`src/rtl/spq_pkg.sv`:
```
// ----------------------------------------------------------------------------
// spq_pkg
// shared constants and types for the sorted priority queue
// ----------------------------------------------------------------------------
package spq_pkg;

  localparam int unsigned Depth  = 16;
  localparam int unsigned CntW   = $clog2(Depth + 1);
  localparam int unsigned DataW  = 32;
  localparam int unsigned PrioW  = 32;
  localparam int unsigned StatW  = 2;
  localparam int unsigned FillW  = 5;

  localparam logic OpInsert = 1'b0;
  localparam logic OpRemove = 1'b1;

  typedef enum logic [StatW-1:0] {
    STATUS_OK    = 2'd0,
    STATUS_EMPTY = 2'd1,
    STATUS_FULL  = 2'd2
  } status_e;

  // per-cycle command broadcast to every cell
  typedef struct packed {
    logic insert;
    logic remove;
  } cell_ctrl_t;

endpackage

```
`src/rtl/spq_if.sv`:
```
// ----------------------------------------------------------------------------
// spq_if
// valid/ready channels for command words and result words
// ----------------------------------------------------------------------------
interface spq_in_if;
  import spq_pkg::*;

  logic                    valid;
  logic                    ready;
  logic                    op;
  logic signed [DataW-1:0] item_data;
  logic signed [PrioW-1:0] item_priority;

  modport source (output valid, output op, output item_data, output item_priority,
                  input ready);
  modport sink   (input valid, input op, input item_data, input item_priority,
                  output ready);
endinterface

interface spq_out_if;
  import spq_pkg::*;

  logic                    valid;
  logic                    ready;
  logic [StatW-1:0]        status;
  logic signed [DataW-1:0] head_data;
  logic signed [PrioW-1:0] head_priority;
  logic [FillW-1:0]        fill_level;

  modport source (output valid, output status, output head_data, output head_priority,
                  output fill_level, input ready);
  modport sink   (input valid, input status, input head_data, input head_priority,
                  input fill_level, output ready);
endinterface

```
`src/rtl/stable_sorted_priority_queue.sv`:
```
// ----------------------------------------------------------------------------
// stable_sorted_priority_queue
// sorted-list priority queue built from a chain of compare-and-shift cells
// ----------------------------------------------------------------------------
// Holds up to Depth entries (data, priority), smallest priority at the head,
// equal priorities leaving first in, first out. Every cell compares its own
// priority with an incoming entry in parallel, so all cells update at once. A
// new command word is taken every cycle while in_i.ready is high, which drops
// only while a result word is held and out_o.ready is low; the result word
// appears in an output register in the cycle after acceptance. One signed
// compare per cell sets the cycle time. No clearing pass after reset: slots
// are ignored until written; reset clears only the count and result valid.
module stable_sorted_priority_queue (
  input  logic       clk_i,
  input  logic       rst_ni,
  spq_in_if.sink     in_i,
  spq_out_if.source  out_o
);
  import spq_pkg::*;

  // entry count and result register
  logic [CntW-1:0]         count_q, count_d;
  logic                    out_valid_q;
  logic [StatW-1:0]        status_q, status_d;
  logic signed [DataW-1:0] head_data_q, head_data_d;
  logic signed [PrioW-1:0] head_prio_q, head_prio_d;
  logic [CntW-1:0]         fill_q;

  logic       accept;
  logic       full, empty;
  cell_ctrl_t ctrl;

  // chain taps, one per cell
  logic                    le    [Depth];
  logic signed [DataW-1:0] cdata [Depth];
  logic signed [PrioW-1:0] cprio [Depth];

  // a new word goes in whenever the result slot is free or being emptied
  assign in_i.ready = !out_valid_q || out_o.ready;
  assign accept     = in_i.valid && in_i.ready;

  assign full  = (count_q == CntW'(Depth));
  assign empty = (count_q == '0);

  assign ctrl.insert = accept && (in_i.op == OpInsert) && !full;
  assign ctrl.remove = accept && (in_i.op == OpRemove) && !empty;

  // the cell chain, head at cell 0
  for (genvar g = 0; g < Depth; g++) begin : g_cell
    logic                    left_le;
    logic signed [DataW-1:0] left_data, right_data;
    logic signed [PrioW-1:0] left_prio, right_prio;

    if (g == 0) begin : g_head
      // nothing ahead of the head: a new entry lands here unless it stays
      assign left_le   = 1'b1;
      assign left_data = in_i.item_data;
      assign left_prio = in_i.item_priority;
    end else begin : g_body
      assign left_le   = le[g-1];
      assign left_data = cdata[g-1];
      assign left_prio = cprio[g-1];
    end

    if (g == Depth - 1) begin : g_tail
      // last slot falls out of range on a remove, contents are don't-care
      assign right_data = cdata[g];
      assign right_prio = cprio[g];
    end else begin : g_mid
      assign right_data = cdata[g+1];
      assign right_prio = cprio[g+1];
    end

    spq_cell u_cell (
      .clk_i        (clk_i),
      .ctrl_i       (ctrl),
      .occ_i        (count_q > CntW'(g)),
      .new_data_i   (in_i.item_data),
      .new_prio_i   (in_i.item_priority),
      .left_le_i    (left_le),
      .left_data_i  (left_data),
      .left_prio_i  (left_prio),
      .right_data_i (right_data),
      .right_prio_i (right_prio),
      .le_o         (le[g]),
      .data_o       (cdata[g]),
      .prio_o       (cprio[g])
    );
  end

  // next count and result word
  always_comb begin
    count_d     = count_q;
    status_d    = STATUS_OK;
    head_data_d = '0;
    head_prio_d = '0;
    if (in_i.op == OpInsert) begin
      if (full) begin
        status_d = STATUS_FULL;
      end else begin
        count_d = count_q + CntW'(1);
      end
    end else begin
      if (empty) begin
        status_d = STATUS_EMPTY;
      end else begin
        count_d     = count_q - CntW'(1);
        head_data_d = cdata[0];
        head_prio_d = cprio[0];
      end
    end
  end

  always_ff @(posedge clk_i or negedge rst_ni) begin
    if (!rst_ni) begin
      count_q     <= '0;
      out_valid_q <= 1'b0;
    end else begin
      if (accept) begin
        count_q     <= count_d;
        out_valid_q <= 1'b1;
      end else if (out_o.ready) begin
        out_valid_q <= 1'b0;
      end
    end
  end

  // result payload, no reset needed
  always_ff @(posedge clk_i) begin
    if (accept) begin
      status_q    <= status_d;
      head_data_q <= head_data_d;
      head_prio_q <= head_prio_d;
      fill_q      <= count_d;
    end
  end

  assign out_o.valid         = out_valid_q;
  assign out_o.status        = status_q;
  assign out_o.head_data     = head_data_q;
  assign out_o.head_priority = head_prio_q;
  assign out_o.fill_level    = FillW'(fill_q);

  // ---------------------------------------------------------------------------
  // assertions
  // ---------------------------------------------------------------------------

  // count never runs past the capacity
  a_count_range : assert property (@(posedge clk_i) disable iff (!rst_ni)
    count_q <= CntW'(Depth))
    else $error("entry count above capacity");

  // a dropped insert leaves the queue as it was
  a_full_drop : assert property (@(posedge clk_i) disable iff (!rst_ni)
    (accept && in_i.op == OpInsert && full) |=> (count_q == $past(count_q)))
    else $error("insert into full queue changed the count");

  // a good remove returns the word that sat at the head
  a_head_out : assert property (@(posedge clk_i) disable iff (!rst_ni)
    ctrl.remove |=> (out_o.head_priority == $past(cprio[0]) &&
                     out_o.head_data == $past(cdata[0])))
    else $error("removed word differs from head cell");

  // insert and remove never both drive the chain
  a_ctrl_excl : assert property (@(posedge clk_i) disable iff (!rst_ni)
    !(ctrl.insert && ctrl.remove))
    else $error("insert and remove together");

endmodule

```
`src/rtl/spq_cell.sv`:
```
// ----------------------------------------------------------------------------
// spq_cell
// one slot of the sorted chain: compare, keep, take new or shift
// ----------------------------------------------------------------------------
module spq_cell (
  input  logic                             clk_i,
  input  spq_pkg::cell_ctrl_t              ctrl_i,
  input  logic                             occ_i,
  input  logic signed [spq_pkg::DataW-1:0] new_data_i,
  input  logic signed [spq_pkg::PrioW-1:0] new_prio_i,
  input  logic                             left_le_i,
  input  logic signed [spq_pkg::DataW-1:0] left_data_i,
  input  logic signed [spq_pkg::PrioW-1:0] left_prio_i,
  input  logic signed [spq_pkg::DataW-1:0] right_data_i,
  input  logic signed [spq_pkg::PrioW-1:0] right_prio_i,
  output logic                             le_o,
  output logic signed [spq_pkg::DataW-1:0] data_o,
  output logic signed [spq_pkg::PrioW-1:0] prio_o
);
  import spq_pkg::*;

  logic signed [DataW-1:0] data_q, data_d;
  logic signed [PrioW-1:0] prio_q, prio_d;

  // occupied and not after the new entry: stays where it is
  assign le_o = occ_i && (prio_q <= new_prio_i);

  always_comb begin
    data_d = data_q;
    prio_d = prio_q;
    if (ctrl_i.insert) begin
      if (!le_o) begin
        if (left_le_i) begin
          data_d = new_data_i;
          prio_d = new_prio_i;
        end else begin
          data_d = left_data_i;
          prio_d = left_prio_i;
        end
      end
    end else if (ctrl_i.remove) begin
      data_d = right_data_i;
      prio_d = right_prio_i;
    end
  end

  always_ff @(posedge clk_i) begin
    data_q <= data_d;
    prio_q <= prio_d;
  end

  assign data_o = data_q;
  assign prio_o = prio_q;

endmodule
```
`src/flat_wrapper.sv`:
```
// flat-port wrapper written by rule: the top's interface ports become plain ports
module stable_sorted_priority_queue_flat import spq_pkg::*;
  (clk_i, rst_ni, in_i_valid, in_i_op, in_i_item_data, in_i_item_priority, in_i_ready, out_o_valid, out_o_status, out_o_head_data, out_o_head_priority, out_o_fill_level, out_o_ready);
  spq_in_if in_i_i ();
  spq_out_if out_o_i ();
  input  logic clk_i;
  input  logic rst_ni;
  input wire logic [$bits(in_i_i.valid)-1:0] in_i_valid;
  input wire logic [$bits(in_i_i.op)-1:0] in_i_op;
  input wire logic [$bits(in_i_i.item_data)-1:0] in_i_item_data;
  input wire logic [$bits(in_i_i.item_priority)-1:0] in_i_item_priority;
  output wire logic [$bits(in_i_i.ready)-1:0] in_i_ready;
  output wire logic [$bits(out_o_i.valid)-1:0] out_o_valid;
  output wire logic [$bits(out_o_i.status)-1:0] out_o_status;
  output wire logic [$bits(out_o_i.head_data)-1:0] out_o_head_data;
  output wire logic [$bits(out_o_i.head_priority)-1:0] out_o_head_priority;
  output wire logic [$bits(out_o_i.fill_level)-1:0] out_o_fill_level;
  input wire logic [$bits(out_o_i.ready)-1:0] out_o_ready;
  assign in_i_i.valid = in_i_valid;
  assign in_i_i.op = in_i_op;
  assign in_i_i.item_data = in_i_item_data;
  assign in_i_i.item_priority = in_i_item_priority;
  assign in_i_ready = in_i_i.ready;
  assign out_o_valid = out_o_i.valid;
  assign out_o_status = out_o_i.status;
  assign out_o_head_data = out_o_i.head_data;
  assign out_o_head_priority = out_o_i.head_priority;
  assign out_o_fill_level = out_o_i.fill_level;
  assign out_o_i.ready = out_o_ready;
  stable_sorted_priority_queue u_core (.clk_i(clk_i), .rst_ni(rst_ni), .in_i(in_i_i), .out_o(out_o_i));
endmodule
```
`config.mk`:
```
export PLATFORM = sky130hd
export DESIGN_NAME = stable_sorted_priority_queue_flat
export DESIGN_NICKNAME = d
export VERILOG_FILES = /design/src/rtl/spq_pkg.sv /design/src/rtl/spq_if.sv /design/src/rtl/stable_sorted_priority_queue.sv /design/src/rtl/spq_cell.sv /design/src/flat_wrapper.sv
export SDC_FILE = /design/constraint.sdc
export NUM_CORES = 2
export LEC_CHECK = 0
export BUFFER_PORTS_ARGS = -buffer_cell sky130_fd_sc_hd__buf_2
export CAP_MARGIN = 20
export CELL_PAD_IN_SITES_DETAIL_PLACEMENT = 1
export CELL_PAD_IN_SITES_GLOBAL_PLACEMENT = 2
export CORE_MARGIN = 1
export CORE_UTILIZATION = 43
export DETAILED_ROUTE_END_ITERATION = 8
export MAX_ROUTING_LAYER = met4
export PLACE_DENSITY_LB_ADDON = 0.1
export SETUP_SLACK_MARGIN = 0.1
export SYNTH_ARGS = -nofsm -noshare
export SYNTH_HDL_FRONTEND = slang
export SYNTH_HIERARCHICAL = 1
export SYNTH_SLANG_ARGS = --single-unit
```
`constraint.sdc`:
```
create_clock -name clk_i -period 7.8 [get_ports clk_i]
set_input_delay 1.56 -clock clk_i [delete_from_list [all_inputs] [get_ports clk_i]]
set_output_delay 1.56 -clock clk_i [all_outputs]
set_load 0.05 [all_outputs]
```
==> out/results.ini <==
[status]
status = completed

[synthesis]
syn-num-nets = 7168
synth_area_mm2 = 0.0690
synth_cells = 6581
syn_avg_cell_area_um2 = 10.5
ys_warn_count = 6

[timing]
fin_hold_ws_ps = 597
relSlewSlack = 0.228
fin_worst_skew_ps = 28.3
report.final.hold_viol_count = 0
min_period_ps = 5220
rsz0062_at_grt = false
setup_violations = 0
tightest_slew_ps = 1150
tns_ps = 0
fin_crit_sh = 0.669
fmaxAchievable_mhz = 192
slew_violations = 0

[route]
vias_per_cell = 5.63
drc = 0
drt-total-wl_mm = 201
antenna_left = 0
vias = 49400
drt-initial-drc-count = 3392
avgRoutedWirePerCell_um = 22.9
first_pass_iters = 5

[grt]
grt_pass1_vias = 50000
antenna_found_initial = 6
grt_max_degree = 271
grt_overflow = 0
track_usage = 0.252
grt_pass1_wl_mm = 308

[floorplanning]
io_pins = 142
floorplan.initialDensity = 0.434
die_area_mm2 = 0.162
coreArea_mm2 = 0.159
die_y_um = 403
dieWidth_um = 403
rows = 146

[cts]
clk_latency_ps = 770
h-tree-depth = 4
numClockSinks = 1101
cts_buffers = 140
cts.reportedPaths.clkPinSlew_ps = 60
cts_tree = yes
post_cts_resized = 0
clock_path_buffers = 3
root_buffer = clkbuf_16
cts_hold_buf = 0
cts_setup_buffers = 0

[power]
p_leak_nw = 31.3
powerDensity_mw_per_mm2 = 259
ir_drop_uv = 214

[final_layout]
area_delta_synth_final_pct = 10.8
layout-drive-gt1-share = 0.0839
fin_cells = 8782
num-nets-final = 7196

[setup_path]
start_kind = input port
critical_path_class = input port to flop
end_kind = flop
crit_path_max_fanout = 34
arrival_ps = 5690
cp_data_required_time_ps = 8270

[place]
place.gp.congestion = 0.900
io_buffer_count = 141
dp_hpwl_mm = 146
dp.cells = 8539

[run]
maxCapViolCount = 0

[min_path]
hp-class = flop to flop

## worst max-delay path: stages
cell      delay, ps
buf_2           490
buf_4           290
inv_1            50
ha_1            300
a21o_1          180
a2111o_1        460
nor4_1          740
a31o_4          740
buf_12          360
mux2i_1         320
a21oi_1         110
## cells in the final DEF (no fill, tap or decap), types with 17 or more instances in the layout
cell,n
a211oi_1,24
a21o_1,70
a21oi_1,1199
and3_1,64
buf_2,141
buf_4,101
clkbuf_1,36
clkbuf_16,144
clkinv_1,28
edfxtp_1,1095
ha_1,518
inv_1,533
mux2i_1,1024
nand2_1,85
nand3_1,72
nand4_1,79
nor2_1,1061
nor4_1,26
o211ai_1,17
o21ai_0,37
o22ai_1,18
## worst paths after layout
| kind | depth (start not counted) | start | slack (ps) | to |
|---|---|---|---|---|
| min in group asynchronous | 1 | rst_ni | 620 | u_core/count_q[3] |
| max | 11 | in_i_item_priority[29] | 2580 | u_core/g_cell[11].u_cell/data_o[18] |
| max in group asynchronous | 1 | rst_ni | 7020 | u_core/out_o.valid |
| max reg2reg | 10 | u_core/count_q[1] | 2910 | u_core/g_cell[6].u_cell/data_o[16] |
| min reg2reg | 2 | u_core/g_cell[2].u_cell/data_o[9] | 600 | u_core/g_cell[1].u_cell/data_o[9] |
| min | 2 | u_core/g_cell[2].u_cell/data_o[9] | 600 | u_core/g_cell[1].u_cell/data_o[9] |
## stage by stage
stage,power [mW],cell area [um^2],setup slack [ps],utilization
3_5_place_dp,13.7,72100,1810,0.454
6_report,19.8,76400,2580,0.481
5_1_grt,20.8,76400,2410,0.481
3_3_place_gp,13.5,72100,1940,0.454
4_1_cts,20.0,76400,2670,0.481
2_1_floorplan,11.9,69000,438,-
## flip-flops by register name (all words and copies together) (netlist names)
register and cells:
u_core/g_cell.u_cell/prio_o 512, u_core/out_o.head_priority 32, u_core/out_o.fill_level 5, u_core/g_cell.u_cell/data_o 512, u_core/out_o.status 2, u_core/out_o.head_data 32, u_core/count_q 5, u_core/out_o.valid 1
## cell type report
type,instances,area (um^2)
fill,17200,82500
tap,2072,2590
sequential,1101,33000
clock inverter,61,601
antenna,2,5.00
inverter,536,2010
multi-input combinational,4574,32700
clock buffer,180,3740
timing repair buffer,256,1740
## metal layers
metal  wire (um)  part of all wire  vias to the layer above  track usage
li1            -                 -                    24100            -
met1      106000              0.53                    24100        0.385
met2       83200              0.41                      968        0.354
met3        8370             0.042                      223       0.0306
met4        3390             0.017                        0       0.0494
met5           0                 0                        -            -
## report_power, final
part / internal, mW / switching, mW / total [mW]
Sequential: 7.55 / 0.599 / 8.15
Combinational: 2.03 / 3.36 / 5.39
Clock: 3.65 / 2.62 / 6.27
(Power assumes the default switching activity.)
